`config.mk`:
```
export PLATFORM = sky130hd
export DESIGN_NAME = dna_motif_canonicalizer
export DESIGN_NICKNAME = d
export VERILOG_FILES = /design/src/sv/dmc_pkg.sv /design/src/sv/dmc_prep.sv /design/src/sv/dmc_cell.sv /design/src/sv/dna_motif_canonicalizer.sv
export SDC_FILE = /design/constraint.sdc
export NUM_CORES = 2
export LEC_CHECK = 0
export ABC_AREA = 1
export BUFFER_PORTS_ARGS = -buffer_cell sky130_fd_sc_hd__buf_2
export CAP_MARGIN = 30
export CORE_MARGIN = 2
export CORE_UTILIZATION = 30
export CTS_BUF_LIST = sky130_fd_sc_hd__clkbuf_8
export DETAILED_ROUTE_END_ITERATION = 16
export MAX_ROUTING_LAYER = met4
export PLACE_DENSITY = 0.56
export SYNTH_ARGS = -nofsm -noshare
export SYNTH_HDL_FRONTEND = slang
export SYNTH_SLANG_ARGS = --single-unit
```
`constraint.sdc`:
```
create_clock -name aclk -period 9.97 [get_ports aclk]
set_input_delay 1.994 -clock aclk [delete_from_list [all_inputs] [get_ports aclk]]
set_output_delay 1.994 -clock aclk [all_outputs]
set_load 0.02 [all_outputs]
```
`src/sv/dmc_pkg.sv`:
```
package dmc_pkg;

    // Widths of the motif fields on the ports
    localparam int BASES_W     = 32;
    localparam int LENGTH_W    = 5;
    localparam int BASE_W      = 2;
    // The 32-bit base fields carry at most this many bases
    localparam int FIELD_BASES = BASES_W / BASE_W;

    localparam int DEFAULT_MAX_LEN = 16;

    // Number of bases the block really handles for a given maximum
    function automatic int cap_bases(input int max_len);
        int cap;
        cap = (max_len < FIELD_BASES) ? max_len : FIELD_BASES;
        return cap;
    endfunction

endpackage

```
`src/sv/dmc_prep.sv`:
```
module dmc_prep
    import dmc_pkg::*;
#(
    parameter int CAP   = DEFAULT_MAX_LEN,
    parameter int LEN_W = $clog2(CAP + 1),
    parameter int KW    = BASE_W * CAP
) (
    input  logic                aclk,
    input  logic                aresetn,
    input  logic                in_valid,
    output logic                in_ready,
    input  logic [BASES_W-1:0]  in_bases,
    input  logic [LENGTH_W-1:0] in_length,
    output logic                out_valid,
    input  logic                out_ready,
    output logic [LEN_W-1:0]    out_len,
    output logic                out_empty,
    output logic [KW-1:0]       out_fwd,
    output logic [KW-1:0]       out_rev
);

    localparam int IDX_W = (CAP > 1) ? $clog2(CAP) : 1;

    logic                valid_reg;
    logic [LEN_W-1:0]    len_reg,   len_next;
    logic                empty_reg, empty_next;
    logic [KW-1:0]       fwd_reg,   fwd_next;
    logic [KW-1:0]       rev_reg,   rev_next;
    logic [BASE_W-1:0]   base_arr [CAP];
    logic [LEN_W-1:0]    idx_full [CAP];

    assign in_ready = !valid_reg || out_ready;

    // Keys hold the first base in the top bits, so that integer order is
    // lexicographic order; bases past the length are zero.
    always_comb begin
        len_next   = (in_length > LENGTH_W'(CAP)) ? LEN_W'(CAP) : in_length[LEN_W-1:0];
        empty_next = (in_length == '0);
        fwd_next   = '0;
        rev_next   = '0;
        for (int j = 0; j < CAP; j++) begin
            base_arr[j] = in_bases[BASE_W*j +: BASE_W];
            idx_full[j] = len_next - LEN_W'(1) - LEN_W'(j);
        end
        for (int j = 0; j < CAP; j++) begin
            if (LEN_W'(j) < len_next) begin
                fwd_next[KW-1-BASE_W*j -: BASE_W] = base_arr[j];
                rev_next[KW-1-BASE_W*j -: BASE_W] = ~base_arr[idx_full[j][IDX_W-1:0]];
            end
        end
    end

    always_ff @(posedge aclk) begin
        if (!aresetn) begin
            valid_reg <= 1'b0;
        end else if (in_ready) begin
            valid_reg <= in_valid;
        end
    end

    always_ff @(posedge aclk) begin
        if (in_ready && in_valid) begin
            len_reg   <= len_next;
            empty_reg <= empty_next;
            fwd_reg   <= fwd_next;
            rev_reg   <= rev_next;
        end
    end

    assign out_valid = valid_reg;
    assign out_len   = len_reg;
    assign out_empty = empty_reg;
    assign out_fwd   = fwd_reg;
    assign out_rev   = rev_reg;

endmodule

```
`src/sv/dmc_cell.sv`:
```
module dmc_cell
    import dmc_pkg::*;
#(
    parameter int K     = 0,
    parameter int CAP   = DEFAULT_MAX_LEN,
    parameter int LEN_W = $clog2(CAP + 1),
    parameter int KW    = BASE_W * CAP
) (
    input  logic             aclk,
    input  logic             aresetn,
    input  logic             in_valid,
    output logic             in_ready,
    input  logic [LEN_W-1:0] in_len,
    input  logic             in_empty,
    input  logic [KW-1:0]    in_fwd,
    input  logic [KW-1:0]    in_rev,
    input  logic [KW-1:0]    in_best,
    output logic             out_valid,
    input  logic             out_ready,
    output logic [LEN_W-1:0] out_len,
    output logic             out_empty,
    output logic [KW-1:0]    out_fwd,
    output logic [KW-1:0]    out_rev,
    output logic [KW-1:0]    out_best
);

    logic             valid_reg;
    logic [LEN_W-1:0] len_reg;
    logic             empty_reg;
    logic [KW-1:0]    fwd_reg,  fwd_next;
    logic [KW-1:0]    rev_reg,  rev_next;
    logic [KW-1:0]    best_reg, best_next;
    logic [KW-1:0]    best_mid;

    assign in_ready = !valid_reg || out_ready;

    // This cell owns rotation K of both strands; it folds them into the
    // running minimum and hands on both strands rotated by one more base.
    always_comb begin
        best_mid  = in_best;
        best_next = in_best;
        if (in_len > LEN_W'(K)) begin
            best_mid  = (in_fwd < in_best)  ? in_fwd : in_best;
            best_next = (in_rev < best_mid) ? in_rev : best_mid;
        end
        fwd_next = '0;
        rev_next = '0;
        for (int j = 0; j < CAP - 1; j++) begin
            if (LEN_W'(j + 1) < in_len) begin
                fwd_next[KW-1-BASE_W*j -: BASE_W] = in_fwd[KW-1-BASE_W*(j+1) -: BASE_W];
                rev_next[KW-1-BASE_W*j -: BASE_W] = in_rev[KW-1-BASE_W*(j+1) -: BASE_W];
            end
        end
        for (int j = 0; j < CAP; j++) begin
            if (LEN_W'(j + 1) == in_len) begin
                fwd_next[KW-1-BASE_W*j -: BASE_W] = in_fwd[KW-1 -: BASE_W];
                rev_next[KW-1-BASE_W*j -: BASE_W] = in_rev[KW-1 -: BASE_W];
            end
        end
    end

    always_ff @(posedge aclk) begin
        if (!aresetn) begin
            valid_reg <= 1'b0;
        end else if (in_ready) begin
            valid_reg <= in_valid;
        end
    end

    always_ff @(posedge aclk) begin
        if (in_ready && in_valid) begin
            len_reg   <= in_len;
            empty_reg <= in_empty;
            fwd_reg   <= fwd_next;
            rev_reg   <= rev_next;
            best_reg  <= best_next;
        end
    end

    assign out_valid = valid_reg;
    assign out_len   = len_reg;
    assign out_empty = empty_reg;
    assign out_fwd   = fwd_reg;
    assign out_rev   = rev_reg;
    assign out_best  = best_reg;

endmodule

```
`src/sv/dna_motif_canonicalizer.sv`:
```
// Channel | Ports                                   | Word
// --------+-----------------------------------------+---------------------------------
// input   | s_valid, s_ready                        | s_motif_bases, s_motif_length
// result  | m_valid, m_ready                        | m_canonical_bases, m_empty_motif
//
// One word is accepted per cycle unless m_ready holds the pipeline; a result passes through
// one preparation stage and one cell per rotation, CAP = min(MAX_MOTIF_LEN, 16).
// Each stage holds its own word and advances when the stage after it is empty or
// moving, so bubbles close up while a finished result waits for m_ready.
// Reset (aresetn low at a clock edge) empties every stage; no data is cleared.
module dna_motif_canonicalizer
    import dmc_pkg::*;
#(
    parameter int MAX_MOTIF_LEN = DEFAULT_MAX_LEN
) (
    input  logic                aclk,
    input  logic                aresetn,
    input  logic                s_valid,
    output logic                s_ready,
    input  logic [BASES_W-1:0]  s_motif_bases,
    input  logic [LENGTH_W-1:0] s_motif_length,
    output logic                m_valid,
    input  logic                m_ready,
    output logic [BASES_W-1:0]  m_canonical_bases,
    output logic                m_empty_motif
);

    localparam int CAP   = cap_bases(MAX_MOTIF_LEN);
    localparam int LEN_W = $clog2(CAP + 1);
    localparam int KW    = BASE_W * CAP;

    logic             stg_valid [CAP+1];
    logic             stg_ready [CAP+1];
    logic [LEN_W-1:0] stg_len   [CAP+1];
    logic             stg_empty [CAP+1];
    logic [KW-1:0]    stg_fwd   [CAP+1];
    logic [KW-1:0]    stg_rev   [CAP+1];
    logic [KW-1:0]    stg_best  [CAP+1];

    dmc_prep #(
        .CAP   (CAP),
        .LEN_W (LEN_W),
        .KW    (KW)
    ) u_prep (
        .aclk      (aclk),
        .aresetn   (aresetn),
        .in_valid  (s_valid),
        .in_ready  (s_ready),
        .in_bases  (s_motif_bases),
        .in_length (s_motif_length),
        .out_valid (stg_valid[0]),
        .out_ready (stg_ready[0]),
        .out_len   (stg_len[0]),
        .out_empty (stg_empty[0]),
        .out_fwd   (stg_fwd[0]),
        .out_rev   (stg_rev[0])
    );

    // Every candidate is no larger than all ones, so the first cell takes one whenever the length is non-zero.
    assign stg_best[0] = '1;

    for (genvar k = 0; k < CAP; k++) begin : g_cell
        dmc_cell #(
            .K     (k),
            .CAP   (CAP),
            .LEN_W (LEN_W),
            .KW    (KW)
        ) u_cell (
            .aclk      (aclk),
            .aresetn   (aresetn),
            .in_valid  (stg_valid[k]),
            .in_ready  (stg_ready[k]),
            .in_len    (stg_len[k]),
            .in_empty  (stg_empty[k]),
            .in_fwd    (stg_fwd[k]),
            .in_rev    (stg_rev[k]),
            .in_best   (stg_best[k]),
            .out_valid (stg_valid[k+1]),
            .out_ready (stg_ready[k+1]),
            .out_len   (stg_len[k+1]),
            .out_empty (stg_empty[k+1]),
            .out_fwd   (stg_fwd[k+1]),
            .out_rev   (stg_rev[k+1]),
            .out_best  (stg_best[k+1])
        );
    end

    assign stg_ready[CAP] = m_ready;
    assign m_valid        = stg_valid[CAP];
    assign m_empty_motif  = stg_empty[CAP];

    // The key has its first base at the top; the port wants it at the bottom.
    always_comb begin
        m_canonical_bases = '0;
        if (!stg_empty[CAP]) begin
            for (int i = 0; i < CAP; i++) begin
                m_canonical_bases[BASE_W*i +: BASE_W] = stg_best[CAP][KW-1-BASE_W*i -: BASE_W];
            end
        end
    end

    a_empty_zero: assert property (@(posedge aclk) disable iff (!aresetn)
        m_valid && m_empty_motif |-> m_canonical_bases == '0)
        else $error("empty motif gave non-zero bases");

    a_empty_len: assert property (@(posedge aclk) disable iff (!aresetn)
        m_valid |-> (stg_empty[CAP] == (stg_len[CAP] == '0)))
        else $error("empty flag disagrees with carried length");

    a_prep_hold: assert property (@(posedge aclk) disable iff (!aresetn)
        stg_valid[0] && !stg_ready[0] |=> stg_valid[0] && $stable(stg_fwd[0]))
        else $error("preparation stage lost a stalled word");

    a_len_cap: assert property (@(posedge aclk) disable iff (!aresetn)
        stg_valid[0] |-> stg_len[0] <= LEN_W'(CAP))
        else $error("length not saturated to capacity");

endmodule
```
-- Word-level counts from Yosys, hierarchy flattened
Index checks and enable logic that the tools add are counted.
- logic and storage cells: 1801
- flip-flop bits (word level): 1650
- equal/unequal tests: 240
- bitwise logic cells: 32
- reduce and logical (&&, ||, !) cells: 52
- mux-type cells: 997
- magnitude comparators: 306
- add/subtract/negate cells: 16
- operators with widths (cell ; count):
    $mux 2 ; 932
    $mux 32 ; 48
    $lt 32x32->1 ; 31
    $lt 4x5->1 const A ; 128
    $eq 4x5->1 const A ; 120
    $lt 3x5->1 const A ; 64
    $eq 3x5->1 const A ; 60
    $lt 2x5->1 const A ; 32
    $eq 2x5->1 const A ; 30
    $bmux 2 s4 ; 16
    $lt 1x5->1 const A ; 17
    $ge 5x5->1 const B ; 16
    $not 4->5 ; 16
    $eq 1x5->1 const A ; 15
    $eq 5x5->1 const A ; 15
    $gt 5x4->1 const B ; 8
    $lt 32x32->1 const B ; 1
    $not 2->2 ; 16
    $sub 4x4->4 const B ; 8
    $gt 5x3->1 const B ; 4
    $logic_and 1x1->1 ; 17
    $logic_not 1->1 ; 17
    $logic_or 1x1->1 ; 17
    $sub 4x3->4 const B ; 4
    other kinds (7) ; 11

-- Longest topological paths before layout
- word-level depth: 19
- mapped depth: 30
- gate-level depth less buffers: 29

-- Modules after synthesis
From an unflattened synthesis, not the netlist that was laid out.
- cell total of the unflattened synthesis: 12926
- area, all modules: 110472.2 um^2
- modules (own cells, without submodules) (module ; instances ; sequential area each (um^2) ; cells each ; area each (um^2)):
    dmc_cell at g_cell[4].u_cell ; 1 ; 3083.0 ; 765 ; 6731.5
    dmc_cell at g_cell[11].u_cell ; 1 ; 3083.0 ; 765 ; 6703.9
    dmc_cell at g_cell[14].u_cell ; 1 ; 3083.0 ; 768 ; 6638.9
    dmc_cell at g_cell[13].u_cell ; 1 ; 3083.0 ; 765 ; 6636.4
    dmc_cell at g_cell[1].u_cell ; 1 ; 3083.0 ; 766 ; 6605.1
    dmc_cell at g_cell[15].u_cell ; 1 ; 3083.0 ; 766 ; 6603.8
    dmc_cell at g_cell[7].u_cell ; 1 ; 3083.0 ; 766 ; 6602.6
    dmc_cell at g_cell[8].u_cell ; 1 ; 3083.0 ; 766 ; 6601.3
    dmc_cell at g_cell[12].u_cell ; 1 ; 3083.0 ; 766 ; 6595.1
    dmc_cell at g_cell[2].u_cell ; 1 ; 3083.0 ; 765 ; 6576.3
    dmc_cell at g_cell[0].u_cell ; 1 ; 3083.0 ; 770 ; 6572.6
    dmc_cell at g_cell[10].u_cell ; 1 ; 3083.0 ; 769 ; 6558.8
    dmc_cell at g_cell[6].u_cell ; 1 ; 3083.0 ; 764 ; 6548.8
    dmc_cell at g_cell[3].u_cell ; 1 ; 3083.0 ; 766 ; 6547.5
    +4 rows ; n/a ; n/a ; n/a ; n/a

-- Worst setup path before layout
No wires, ideal clock.
- path type: input port to flip-flop
- from: input port m_ready
- to: register g_cell[3].u_cell.best_reg[0] (enable)
- arrival: 7.792 ns
- cell stages on the path: 18
- required time: 9.373 ns
- setup slack: 1.581 ns
- cells stage by stage: nor2_2 > inv_2 > nor2_2 > inv_2 > nor2_2 > inv_2 > nor2_4 > inv_2 > nor2_4 > inv_2 > nor2_4 > nand2_2 > nor2_4 > nand2_2 > nor2_4 > nand2_2 > nor2_4 > a21oi_1
- longest elaborated chain between the ends: 14
- RTL lines (what ; RTL line ; RTL):
    start, declared ; dna_motif_canonicalizer.sv:23 ; input logic m_ready,
    $logic_or 1x1->1 (13 in a row) ; dmc_cell.sv:35 ; assign in_ready = !valid_reg || out_ready;
    $logic_and 1x1->1 ; dmc_cell.sv:71 ; if (in_ready && in_valid) begin
    end signal, assigned ; dmc_cell.sv:76 ; best_reg <= best_next;
    end, declared ; dmc_cell.sv:32 ; logic [KW-1:0] best_reg, best_next;
No other way between the ends.
A chain may end at the register's enable or synchronous reset.

-- Worst setup path after layout
- from: input port m_ready
- to: output port s_ready
- longest elaborated chain between the ends: 17
- RTL lines (what ; RTL line ; RTL):
    $logic_or 1x1->1 (16 in a row) ; dmc_cell.sv:35 ;
    $logic_or 1x1->1 ; dmc_prep.sv:32 ; assign in_ready = !valid_reg || out_ready;
    end, declared ; dna_motif_canonicalizer.sv:19 ; output logic s_ready,
No other way between the ends.

==> run_results.csv <==
group,metric,value,unit
run_status,status,"complete, no violations",
finish,syn_to_final_growth,11.4,%
clock_network,clkLatencyLatePin,1050,ps
drt,ant_nets,0,
timing,fin_skew,103,ps
drt,wire_per_inst,18.0,um
timing,tns,0,ps
drt,drc,0,
power,fin_total_pwr,16.0,mW
synth,syn_nets,13200,
synth,synth_ff_type,"edfxtp_1",
synth,synth_edf_count,1629,
power,power.share.clock,0.425,
synth,synth_area_leaders,"edfxtp_1 (47%), nand2_1 (12%), ha_1 (12%), nand3_1 (6.0%), inv_1 (5.4%)",
timing,min_period,6620,ps
setup_path,path_class,"in -> out",
drt,vias,85300,
placed_design,port_buffers,75,
timing,setup_viol,0,
timing,slew_violations,0,
floorplan,rows,215,
power,seqPwrFrac,0.491,
synth,synth_cells,12200,
synth,synth_top_cell_by_area,"edfxtp_1",
power,p_switching,4.16,mW
synth,async_flop_share,0,
setup_path,arrival,4620,ps
setup_path,cp_common_cell,"nor2_4",
global_routing,groute.usage.overall,0.177,
synth,ys_seq_area_frac,0.475,
finish,drive_gt1_frac,0.0571,
setup_path,slowest_stage,"nor2_4",
clock_network,cts_tree,"done",
power,ir_drop,0.000113,V
placed_design,place_congestion,0.895,
clock_network,cts_buffer_depth,4,
clock_network,cts_hold_buf,0,
power,power_leakage,50.0,nW
power,combPwrFrac,0.085,
timing,rsz0062_at_grt,"no",
power,switching_share,0.259,
clock_network,root_buffer,"clkbuf_8",
clock_network,cts_setup_buffers,0,
timing,clock.fmax,151,MHz
drt,vias_per_cell,5.01,
clock_network,clock-sinks,1646,
timing,worst_slew_pin_slew,1010,ps
placed_design,placedCellCount,16500,
timing,fin_crit_sh,0.664,
setup_path,cp_top_family,"simple AND/OR/NAND/NOR gates",
floorplan,core,344000,sq um
synth,synth_warnings,0,
finish,final_util,0.336,
floorplan,die_w,592,um
global_routing,grt_pass1_vias,82400,
floorplan,ios,76,
synth,yosysUniqueCellTypes,49,
power,p_int,11.9,mW
setup_path,worstPathCellList,"buf_2, nor2_2, inv_2, nor2_2, inv_2, nor2_2, inv_2, nor2_4, inv_2, nor2_4, inv_2, nor2_4, nand2_2, nor2_4, nand2_2, nor2_4, nand2_2, nor2_4, nand2_2, nor2_4, nand2_2, nor2_4, nand2_2, buf_2",
clock_network,htree_num_levels,5,
timing,worst_slew_margin_rel,0.323,
finish,nNetsFinal,13300,
setup_path,end_kind,"output port",
placed_design,dp_hpwl,243000,um
synth,synth_top_cell_area_share,0.472,
drt,drt-pass1-iter-count,6,
clock_network,clk_pin_slew,60,ps
synth,synth-seq-cells,1646,
floorplan,initial_core_util,0.302,
timing,timing.hold.ws,393,ps
synth,syn_area,104000,sq um
drt,drt_iter0_drc,7809,
global_routing,grt_max_degree,81,
floorplan,die_h,592,um
setup_path,start_kind,"input pin",
timing,finalHoldViolCount,0,
clock_network,cts_resized,0,
global_routing,grt_overflow,0,
setup_path,max_stage_delay,210,ps
drt,wl,307000,um
global_routing,grt_pass1_wl,477000,um
synth,syn_area_per_cell,8.50,sq um
floorplan,die_area,350000,sq um
global_routing,antenna_found_initial,2,
finish,final_cell_count_no_fill,17000,
setup_path,worst-path-buf-inv,7,
setup_path,cp.required,7980,ps
hold_path,min_path_type,"reg -> reg",
finish,fillCellCount,35500,
clock_network,cts_buffers,304,
power,powerDensity,139,nW/um^2
setup_path,worstPathMaxFanout,4,
job,cap_violations,0,
## worst reg2reg max path: stages, from the launching register on
cell and delay, ps:
edfxtp_1 490, ha_1 320, nand2_1 70, nor2_1 150
nor3b_1 430, nor3b_1 350, nand2_1 130, nand2_2 740
o21ai_0 320, ha_1 390, nand4_1 130, nor4_1 690
nand2_2 640, nand2_2 760, nand2_1 110, nand3_1 90
nand2_1 140
## cell usage after synthesis (49+ instances only)
cell,n
buf_1,59
inv_1,1483
o22ai_1,505
ha_1,967
nor3_1,69
clkbuf_1,321
o211ai_1,49
nand2_1,3339
a21oi_1,469
nor2_1,531
a211oi_1,54
nand3_1,1234
edfxtp_1,1629
nand4_1,106
o21ai_0,1052
## flip-flops by register name, summed over array words and instances, names as in the netlist
register                 cells
g_cell.u_cell.out_best     512
g_cell.u_cell.out_empty     16
g_cell.u_cell.out_fwd      480
g_cell.u_cell.out_len       71
g_cell.u_cell.out_rev      480
g_cell.u_cell.out_valid     16
u_prep.out_empty             1
u_prep.out_fwd              32
u_prep.out_len               5
u_prep.out_rev              32
u_prep.out_valid             1
## power by group through the flow
stage          combinational [mW]  sequential [mW]  clock (mW)
6_report                     1.36             7.87        6.82
5_1_grt                      1.56             7.88        7.29
4_1_cts                      1.36             7.87        6.99
3_5_place_dp                 1.35             8.01           0
3_3_place_gp                 1.33             8.01           0
2_1_floorplan               0.993             7.95           0
## kinds of logic (layout without fill, tap and decap cells)
kind of cell    after synthesis  after routing  share of synthesized area
other cells                   0              4                          0
simple gates               5367           5367                      0.215
flops                      1646           1646                      0.475
fa+ha+maj                   967            967                      0.117
buf+inv                    1978           2259                     0.0729
compound gates             2229           2229                      0.119
mux                           4              4                   0.000386
xor+xnor                      6              6                   0.000579
## path summary, 6_finish.rpt
| check | start | endpoint | slack, ps | cells after the start |
|---|---|---|---|---|
| worst max-delay path | m_ready | s_ready | 3350 | 24 |
| worst min-delay path | g_cell[13].u_cell.out_empty$_DFFE_PP_ | g_cell[14].u_cell.out_empty$_DFFE_PP_ | 390 | 0 |
| worst max register to register | g_cell[7].u_cell.out_fwd[30]$_DFFE_PP_ | g_cell[8].u_cell.out_best[31]$_DFFE_PP_ | 3730 | 16 |
| worst min register to register | g_cell[13].u_cell.out_empty$_DFFE_PP_ | g_cell[14].u_cell.out_empty$_DFFE_PP_ | 390 | 0 |
## layout make-up
type	count	area, sq um	share of cell area
flip-flops and latches	1646	49300	0.426
multi-input cells	8573	47100	0.407
inverters	1535	5780	0.0500
well taps	4557	5700	0.0493
clock buffers	305	4200	0.0363
clock inverters	235	1990	0.0172
repair buffers	184	1550	0.0134
diodes	4	10.0	0.0000866
## metrics by stage
step	setup WS (ps)	area [sq um]
4_1_cts	3270	115000
6_report	3350	116000
3_3_place_gp	3200	109000
3_5_place_dp	3280	109000
2_1_floorplan	1580	104000
5_1_grt	3030	116000
## per-layer routing
layer	GRT usage	up-vias	routed length [um]
met2	0.293	2620	145000
met5	-	-	0
li1	-	42300	-
met4	0.0635	0	11900
met1	0.219	39700	133000
met3	0.0244	636	17300
## cell usage in the layout (no fill, tap or decap), drive strengths merged, types with 30 or more instances in the layout
cell / synthesis / layout
a21oi: 470 / 470
nand2: 3367 / 3367
ha: 967 / 967
o21ai: 1067 / 1067
o211ai: 49 / 49
nand4: 106 / 106
clkinv: 41 / 156
nor3: 69 / 69
bufinv: 0 / 30
nor2: 542 / 542
a211oi: 54 / 54
edfxtp: 1629 / 1629
inv: 1494 / 1572
nand3: 1234 / 1234
o22ai: 505 / 505
clkbuf: 321 / 306
buf: 122 / 183
(Power assumes the default switching activity.)
